===== src/grw_pkg.sv =====
// Shared types, constants and helper functions of the grid ray caster.
package grw_pkg;

  localparam int FRACTION_BITS = 8;
  localparam int TILE_SHIFT    = 14;   // one tile is 64 pixels of 256 raw units
  localparam int MAP_SIDE      = 64;
  localparam int IDX_W         = 6;
  localparam int ADDR_W        = 2 * IDX_W;
  localparam int PLAYER_W      = 20;
  localparam int ANGLE_W       = 12;
  localparam int TURN_W        = 32;
  localparam int MAPREG_W      = 7;
  localparam int CFG_IDX_W     = 8;
  localparam int HIT_W         = 21;
  localparam int DIST_W        = 22;
  localparam int COORD_W       = 36;
  localparam int TILE_IDX_W    = COORD_W - TILE_SHIFT;
  localparam int TRIG_W        = 34;
  localparam int RATIO_W       = 28;
  localparam int RATIO_BITS    = 27;
  localparam int CORDIC_STEPS  = 30;
  localparam int DELTA_W       = 17;
  localparam int PROD_W        = DELTA_W + RATIO_W;
  localparam int MAG_W         = 24;
  localparam int SQ_W          = 2 * MAG_W;
  localparam int ROOT_STEPS    = 24;

  localparam logic signed [TRIG_W-1:0]  CORDIC_GAIN = 34'sd652032874;
  localparam logic signed [COORD_W-1:0] TILE_RAW    = 36'sd16384;
  localparam logic signed [COORD_W-1:0] PIXEL_RAW   = 36'sd256;
  localparam logic signed [RATIO_W-1:0] RATIO_CLAMP = 28'sd67108864;

  typedef logic [1:0] tile_t;
  localparam tile_t TILE_EMPTY = 2'd0;
  localparam tile_t TILE_WALL  = 2'd1;
  localparam tile_t TILE_DOOR  = 2'd2;

  localparam logic CMD_WRITE = 1'b0;
  localparam logic CMD_CAST  = 1'b1;

  localparam logic [CFG_IDX_W-1:0] REG_MAP_WIDTH  = 8'd0;
  localparam logic [CFG_IDX_W-1:0] REG_MAP_HEIGHT = 8'd1;

  typedef enum logic [3:0] {
    ST_IDLE, ST_TRIG, ST_TAN, ST_COT, ST_MUL, ST_LOAD, ST_PROBE, ST_WALK,
    ST_SQ_X, ST_SQ_Y, ST_ROOT_GO, ST_ROOT, ST_EMIT
  } state_t;

  typedef struct packed {
    logic              stop;
    logic [ADDR_W-1:0] addr;
  } probe_t;

  // Arctangent of 2^-i as a fraction of a full turn scaled by 2^32.
  function automatic logic [29:0] atan_turn(input logic [4:0] i);
    logic [29:0] v;
    case (i)
      5'd0:  v = 30'd536870912;
      5'd1:  v = 30'd316933406;
      5'd2:  v = 30'd167458907;
      5'd3:  v = 30'd85004756;
      5'd4:  v = 30'd42667331;
      5'd5:  v = 30'd21354465;
      5'd6:  v = 30'd10680862;
      5'd7:  v = 30'd5340245;
      5'd8:  v = 30'd2670163;
      5'd9:  v = 30'd1335087;
      5'd10: v = 30'd667544;
      5'd11: v = 30'd333772;
      5'd12: v = 30'd166886;
      5'd13: v = 30'd83443;
      5'd14: v = 30'd41722;
      5'd15: v = 30'd20861;
      5'd16: v = 30'd10430;
      5'd17: v = 30'd5215;
      5'd18: v = 30'd2608;
      5'd19: v = 30'd1304;
      5'd20: v = 30'd652;
      5'd21: v = 30'd326;
      5'd22: v = 30'd163;
      5'd23: v = 30'd81;
      5'd24: v = 30'd41;
      5'd25: v = 30'd20;
      5'd26: v = 30'd10;
      5'd27: v = 30'd5;
      5'd28: v = 30'd3;
      5'd29: v = 30'd1;
      default: v = 30'd0;
    endcase
    return v;
  endfunction

  // Tile lookup for a probe point: stops on non-positive coordinates or outside the used map.
  function automatic probe_t probe_at(input logic signed [COORD_W-1:0] x,
                                      input logic signed [COORD_W-1:0] y,
                                      input logic [MAPREG_W-1:0] w,
                                      input logic [MAPREG_W-1:0] h);
    probe_t p;
    logic [TILE_IDX_W-1:0] xm;
    logic [TILE_IDX_W-1:0] ym;
    logic [MAPREG_W-1:0] we;
    logic [MAPREG_W-1:0] he;
    we = (w > MAPREG_W'(MAP_SIDE)) ? MAPREG_W'(MAP_SIDE) : w;
    he = (h > MAPREG_W'(MAP_SIDE)) ? MAPREG_W'(MAP_SIDE) : h;
    xm = x[COORD_W-1:TILE_SHIFT];
    ym = y[COORD_W-1:TILE_SHIFT];
    p.stop = (x <= 0) || (y <= 0) || (xm >= TILE_IDX_W'(we)) || (ym >= TILE_IDX_W'(he));
    p.addr = {ym[IDX_W-1:0], xm[IDX_W-1:0]};
    return p;
  endfunction

  function automatic logic signed [HIT_W-1:0] sat_hit(input logic signed [COORD_W-1:0] v);
    logic signed [HIT_W-1:0] r;
    if (v > 36'sd1048575) begin
      r = 21'sd1048575;
    end else if (v < -36'sd1048576) begin
      r = -21'sd1048576;
    end else begin
      r = v[HIT_W-1:0];
    end
    return r;
  endfunction

  // Magnitude of a coordinate difference, capped at 2^23.
  function automatic logic [MAG_W-1:0] cap_mag(input logic signed [COORD_W-1:0] v);
    logic signed [COORD_W-1:0] m;
    m = v[COORD_W-1] ? -v : v;
    return (m > 36'sd8388608) ? 24'd8388608 : m[MAG_W-1:0];
  endfunction

endpackage


===== src/grw_sqrt.sv =====
// Bit-pair integer square root, one result bit a cycle.
module grw_sqrt import grw_pkg::*; (
  input  logic              clk,
  input  logic              rst_n,
  input  logic              start,
  input  logic [SQ_W-1:0]   n,
  output logic              done,
  output logic [MAG_W-1:0]  root
);
  logic [SQ_W-1:0] n_r, n_nxt, res_r, res_nxt, bit_r, bit_nxt;
  logic [4:0]      cnt_r, cnt_nxt;
  logic            run_r, run_nxt, done_r, done_nxt;
  logic [SQ_W-1:0] trial;

  always_comb begin
    trial    = res_r + bit_r;
    n_nxt    = n_r;
    res_nxt  = res_r;
    bit_nxt  = bit_r;
    cnt_nxt  = cnt_r;
    run_nxt  = run_r;
    done_nxt = 1'b0;
    if (start) begin
      n_nxt   = n;
      res_nxt = '0;
      bit_nxt = SQ_W'(1) << (SQ_W - 2);
      cnt_nxt = '0;
      run_nxt = 1'b1;
    end else if (run_r) begin
      if (n_r >= trial) begin
        n_nxt   = n_r - trial;
        res_nxt = (res_r >> 1) + bit_r;
      end else begin
        res_nxt = res_r >> 1;
      end
      bit_nxt = bit_r >> 2;
      cnt_nxt = cnt_r + 1'b1;
      if (cnt_r == 5'(ROOT_STEPS - 1)) begin
        run_nxt  = 1'b0;
        done_nxt = 1'b1;
      end
    end
  end

  always_ff @(posedge clk) begin
    if (!rst_n) begin
      run_r  <= 1'b0;
      done_r <= 1'b0;
    end else begin
      run_r  <= run_nxt;
      done_r <= done_nxt;
    end
  end

  always_ff @(posedge clk) begin
    n_r   <= n_nxt;
    res_r <= res_nxt;
    bit_r <= bit_nxt;
    cnt_r <= cnt_nxt;
  end

  assign done = done_r;
  assign root = res_r[MAG_W-1:0];
endmodule


===== config.mk =====
export PLATFORM = sky130hd
export DESIGN_NAME = grw_sqrt
export DESIGN_NICKNAME = d
export VERILOG_FILES = /design/src/grw_pkg.sv /design/src/grw_sqrt.sv
export SDC_FILE = /design/constraint.sdc
export NUM_CORES = 1
export LEC_CHECK = 0
export ABC_AREA = 1
export BUFFER_PORTS_ARGS = -buffer_cell sky130_fd_sc_hd__buf_4
export CORE_UTILIZATION = 40
export CTS_CLUSTER_DIAMETER = 50
export DETAILED_ROUTE_END_ITERATION = 7
export HOLD_SLACK_MARGIN = 0.15
export SLEW_MARGIN = 15
export SYNTH_ARGS = -nofsm -noshare
export SYNTH_HDL_FRONTEND = slang
export SYNTH_SLANG_ARGS = --single-unit

===== constraint.sdc =====
create_clock -name clk -period 11.8 [get_ports clk]
set_input_delay 1.18 -clock clk [delete_from_list [all_inputs] [get_ports clk]]
set_output_delay 1.18 -clock clk [all_outputs]
set_load 0.1 [all_outputs]

* Word level (Yosys, flattened, before mapping)
Cells that the tools add are included.
** Cells by class
- $add $sub $neg :: 4
- Muxes and demuxes :: 8
- Reduce and logical (&&, ||, !) cells :: 4
- Equality and inequality tests :: 1
- Order comparisons :: 1
- Bitwise operators :: 2
** Operator list (number)
- 48-bit two-way mux :: 4
- 47-bit by 47-bit adder with 48-bit output :: 1
- 48-bit by 47-bit adder with 48-bit output :: 1
- 48-bit greater-or-equal comparator :: 1
- 48-bit subtractor :: 1
- 5-bit by 1-bit adder with 5-bit output, second input constant :: 1
- 5-bit equality test, second input constant :: 1
- 1-bit two-way mux :: 4
- 2-bit nonzero test :: 2
- 3-bit OR reduction :: 1
- 1-bit NOT :: 2
- 2-bit AND reduction :: 1
** Word-level totals
- Output and inout port bits :: 25
- Flip-flop bits (word level) :: 127
- Logic and storage cells :: 26
- Bits of input ports :: 51

* Depth between registers and ports, before layout
- Depth after elaboration :: 5
- Depth in mapped cells :: 31
- Gate-level depth less buffers :: 30

* Least setup slack after synthesis
No wires, ideal clock.
- Path type :: register to register
- From :: register res_r[0]
- To :: register n_r[0], enable pin
- Clock period less this slack :: 4522 ps
- Setup slack :: 7278 ps
- Data arrival time :: 4115 ps
- Stages on the path, launching flop included :: 24
- Path through :: dfxtp_1 ha_1 ha_1 nand2_1 a21oi_1 nand2_1 nand2_1 nand2_1 nand2_1 nand2_1 nand2_1 nand2_1 nand2_1 a21oi_1 xor2_1 ha_1 nand2_1 nor2_1 and3_2 nand3_4 nand2_2 buf_6 nand2_2 nand2_1
** Between the ends
- Longest elaborated chain between the ends :: 4
** RTL lines
- start: declaration :: line grw_sqrt.sv:10 : logic [SQ_W-1:0] n_r, n_nxt, res_r, res_nxt, bit_r, bit_nxt;
- start signal: assignment :: line grw_sqrt.sv:57 : res_r <= res_nxt;
- 48-bit by 47-bit adder with 48-bit output :: line grw_sqrt.sv:16 : trial = res_r + bit_r;
- 48-bit greater-or-equal comparator :: line grw_sqrt.sv:30 : if (n_r >= trial) begin
- 2-bit nonzero test (no line)
- 2-bit AND reduction (no line)
- end signal: assignment :: line grw_sqrt.sv:56 : n_r <= n_nxt;
- end: declaration :: line grw_sqrt.sv:10
Every way passes these cells.
A chain may end at the register's enable or synchronous reset.

* Worst setup path after layout
- From :: register res_r[8]
- To :: register n_r[14], enable pin
The elaborated chain is that of the path after synthesis.

==> impl_summary.md <==
Pwr
Per report_power, the combinational group accounts for approximately three fifths of the total. Of the total power, the share spent switching nets is 51.52%. The switching component of the power is 0.001629 W. In this run, the clock network consumes 18.1% of the power. The share of power burned in registers is 22.3%. The internal power component is 0.001534 W. Power spread over the standard cell area amounts to 205.3 nW/um^2. The peak supply drop is 0.1228 mV. In this run the static leakage power is 6.809 nW.

Clock network
Clock tree synthesis found a total of 127 sinks. TritonCTS built the clock tree. After clock tree synthesis, the flow added hold-fix buffers numbering 0.

The root buffer cell chosen for the clock tree is sky130_fd_sc_hd__clkbuf_16. Once the clock tree was built, the setup fixing pass inserted 0 buffers. In this run, post-CTS repair resized a total of 0 instances. The maximum number of buffers from clock root to sink is 2. The register clock-pin slew on the reported worst setup and hold paths is around 0.07 ns.

The clock reaches the later pin of the worst-skew pair after 0.46 ns. The number of CTS-inserted buffers is 17. The H-tree depth reported by CTS is 4.

Global routing
The number of global-route vias before repair came to roughly 15,000. Global routing consumed, over all layers together, 30.37% of the routing resources. The aggregate global routing overflow is 0.

The first global-routing pass estimated 82,720 um of wire. Entering global routing, the biggest net connects 75 pins. The number of antenna violations at the first check in global routing is 0.

Critical path
The kind of capture point of the worst setup path is a flop. The kind of start point of the critical path is a flop. At the worst endpoint, the required time is about 12 ns. The critical path start-end classification is flop to flop.

For the worst setup path, the data arrival time is 5.29 ns. Of all nets on the critical path, the largest fanout is 48. The source of the critical timing path is res_r[8]. The startpoint of the most critical register-to-register path is res_r[8].

Route
The routed layout has 15,440 vias. After detailed routing, the total wire length is 53,920 um. The highest layer touched by signal routing is met4. For this block, wires on met1 add up to 23,760 um. The met2 wire length is 25,740 um.

The count of nets left with antenna violations once routing finished came out at 0. The DRC violation count after routing is 0. Summed over all nets, wire length on met3 after detailed routing comes to 2291 um.

The routed via count divided by cell count is 5.378. The iteration count of the initial detailed-routing pass is 6. In this run, the number of DRC markers left after iteration 0 of detailed routing was 1,292.

The average wire per standard cell is ~19 um.

Min path
The startpoint of the tightest hold check path is cnt_r[4]. The tightest min-delay check is of the flop to flop type.

Yosys
The gate count after technology mapping is about 2,400. The synthesized design contains 127 register bits. When the netlist entered floorplanning its net count stood at 2,529. The Yosys step of the flow raised 0 warnings. Counting distinct cell types in the post-synthesis netlist gives 52. The average cell area after synthesis is ~5.9 sq um. The area of the mapped netlist is 14,040 sq um.

The sequential-to-total area share from yosys stat is 21.53%.

Die
During I/O placement, the number of pins put on the boundary was 76. Row generation in the floorplan step produced 68 rows. The initial core utilization is 40.64%. The floorplan die area is 35,850 sq um.

From left edge to right edge, the die measures 189.3 um. The total area inside the core boundary comes to 34,540 sq um. The die extent in y is 189.3 um.

Placement
The congestion estimate from routability-driven global placement came to 0.9687. The placed instance area is 14,800 sq um. In this run the tool buffered the top-level ports with 75 buffer cells. The half-perimeter wire length after detailed placement is 43,650 um. Before CTS, the worst setup slack after placement is ~6.7 ns.

Final layout
After the last flow step, the layout net total stands at 2,555. The post-route netlist has under 10% of its cells at a drive strength greater than 1. The final non-filler cell area is 15,400 sq um. The diode insertion count for antenna repair is 0. The fill cell instance count of the final layout is about 3,800. The area growth from synthesis to layout is 9.743%.

Run status
The run finished with clean final reports.

STA
The routed design could run at a clock period as short as 5.214 ns. The number of failing hold endpoints at the final stage is 0. At the pin with the least slew margin, the transition time is 0.8122 ns. The final-report setup violation count is 0.

Based on the critical path, the design can be clocked at up to 0.1918 GHz. Hold is met by 0.4615 ns. Headroom to the max-slew limit came out at 45.85%. The largest clock skew in the final design is 0.01260 ns. The final sum of negative setup slack is 0 ns.

Across all setup checks in the final design, the least slack found is 6.586 ns. The count of pins over their slew limit came to 0. The fraction of the cycle the final worst path needs is 44.19%. Setup repair after global routing left no endpoint under its margin.

Flow run
Max-cap violations in this run came to 0.
-- kinds of logic after synthesis --
group | Yosys count | synth area share, %
and+or+nand+nor | 1334 | 39.65
AOI/OAI and AO/OA | 379 | 14.71
buffers and inverters | 372 | 11.03
DFF | 127 | 21.53
adders and majority gates | 100 | 8.967
xor gates and xnor gates | 66 | 4.118
-- metrics by stage --
stage	total power [W]	instances	utilization [%]
after floorplan	0.002098	2378	-
after global placement	0.002561	2840	42.84
after detailed placement	0.002570	2840	42.84
after CTS	0.003149	2871	44.60
after global routing	0.003411	2871	44.60
final	0.003163	2871	44.60
-- critical path, cell delays in order (launching register included) --
cell and delay [ns]:
sky130_fd_sc_hd__dfxtp_1 0.58, sky130_fd_sc_hd__ha_1 0.30, sky130_fd_sc_hd__nand2_1 0.13, sky130_fd_sc_hd__o21ai_1 0.25, sky130_fd_sc_hd__o21bai_1 0.22, sky130_fd_sc_hd__a21oi_1 0.20, sky130_fd_sc_hd__o21ai_1 0.47, sky130_fd_sc_hd__nand2_1 0.14
sky130_fd_sc_hd__nand3_1 0.10, sky130_fd_sc_hd__nand2_1 0.12, sky130_fd_sc_hd__ha_1 0.42, sky130_fd_sc_hd__nand4_1 0.21, sky130_fd_sc_hd__nor2_2 0.17, sky130_fd_sc_hd__and3_2 0.25, sky130_fd_sc_hd__nand3_4 0.19, sky130_fd_sc_hd__nand2_2 0.14
sky130_fd_sc_hd__nand2_2 0.15, sky130_fd_sc_hd__nand2_2 0.11, sky130_fd_sc_hd__buf_4 0.60
-- layout by cell type (no fill, tap or decap), drive strengths merged --
cell type / synthesis / layout
nand2: 718 / 718
a21boi: 6 / 6
o211ai: 10 / 10
a21o: 8 / 8
inv: 296 / 303
xor2: 31 / 31
o21ai: 157 / 157
clkbuf: 32 / 19
a211oi: 2 / 2
a21oi: 160 / 160
buf: 44 / 83
clkinv: 0 / 2
and2: 3 / 3
nor4: 3 / 3
dfxtp: 79 / 79
nand3: 192 / 192
clkinvlp: 0 / 1
bufinv: 0 / 2
ha: 99 / 99
o21a: 6 / 6
o31ai: 3 / 3
o21bai: 15 / 15
xnor2: 35 / 35
o22ai: 2 / 2
and3: 2 / 2
nor3: 32 / 32
nor2: 308 / 308
nand3b: 20 / 20
edfxtp: 48 / 48
o2111ai: 1 / 1
nand4: 36 / 36
fa: 1 / 1
a221oi: 1 / 1
a31oi: 8 / 8
or2: 19 / 19
nor3b: 1 / 1
-- synth_stat cells, drive strengths merged --
| master | instances | area (sq um) |
|---|---|---|
| and3 | 2 | 13.77 |
| clkbuf | 32 | 121.4 |
| a31oi | 8 | 50.05 |
| xor2 | 31 | 271.5 |
| nand3b | 20 | 150.1 |
| o2111ai | 1 | 8.760 |
| nand2 | 718 | 2703 |
| nor4 | 3 | 18.77 |
| buf | 44 | 315.3 |
| o21a | 6 | 45.04 |
| o22ai | 2 | 12.51 |
| fa | 1 | 20.02 |
| nand4 | 36 | 225.2 |
| dfxtp | 79 | 1582 |
| a211oi | 2 | 15.01 |
| o31ai | 3 | 22.52 |
| o211ai | 10 | 75.07 |
| ha | 99 | 1239 |
| and2 | 3 | 18.77 |
| edfxtp | 48 | 1441 |
| xnor2 | 35 | 306.5 |
| o21bai | 15 | 116.4 |
| nor3b | 1 | 7.510 |
| a21oi | 160 | 815.8 |
| a221oi | 1 | 8.760 |
| o21ai | 157 | 789.5 |
| inv | 296 | 1111 |
| a21o | 8 | 60.06 |
| nor3 | 32 | 160.2 |
| or2 | 19 | 118.9 |
| a21boi | 6 | 45.05 |
| nor2 | 308 | 1166 |
| nand3 | 192 | 983.4 |
-- worst paths after layout --
kind | endpoint | slack, ns | depth (start not counted)
worst max-delay path | n_r[14] | 6.59 | 18
worst min-delay path | cnt_r[4] | 0.46 | 1
worst max register to register | n_r[14] | 6.59 | 18
worst min register to register | cnt_r[4] | 0.46 | 1
-- flip-flops by register name (all words and copies together), names as in the netlist --
register,cells
bit_r,24
n_r,48
done,1
run_r,1
cnt_r,5
res_r,48
-- metal layers --
metal / vias up / global-route usage [%]
met3: 94 / 2.576
li1: 7771 / -
met1: 7116 / 38.47
met4: 0 / 13.43
met5: - / 0
met2: 460 / 52.40
-- power groups by stage --
stage | Combinational, W | Clock, W | Sequential [W]
floorplan | 0.00145 | 0 | 0.000652
global placement | 0.00185 | 0 | 0.000710
detailed placement | 0.00186 | 0 | 0.000711
CTS | 0.00187 | 0.000581 | 0.000701
global route | 0.00210 | 0.000597 | 0.000717
finish | 0.00188 | 0.000574 | 0.000705
-- layout make-up --
| cell class | count | area [sq um] | area share, % |
|---|---|---|---|
| clock inverters | 12 | 143.9 | 0.9340 |
| multi-input cells | 1879 | 9469 | 61.47 |
| repair buffers | 83 | 623.1 | 4.045 |
| flip-flops and latches | 127 | 3024 | 19.63 |
| inverters | 296 | 1111 | 7.212 |
| well taps | 455 | 569.3 | 3.696 |
| clock buffers | 19 | 464.2 | 3.013 |
(Power assumes the default switching activity.)
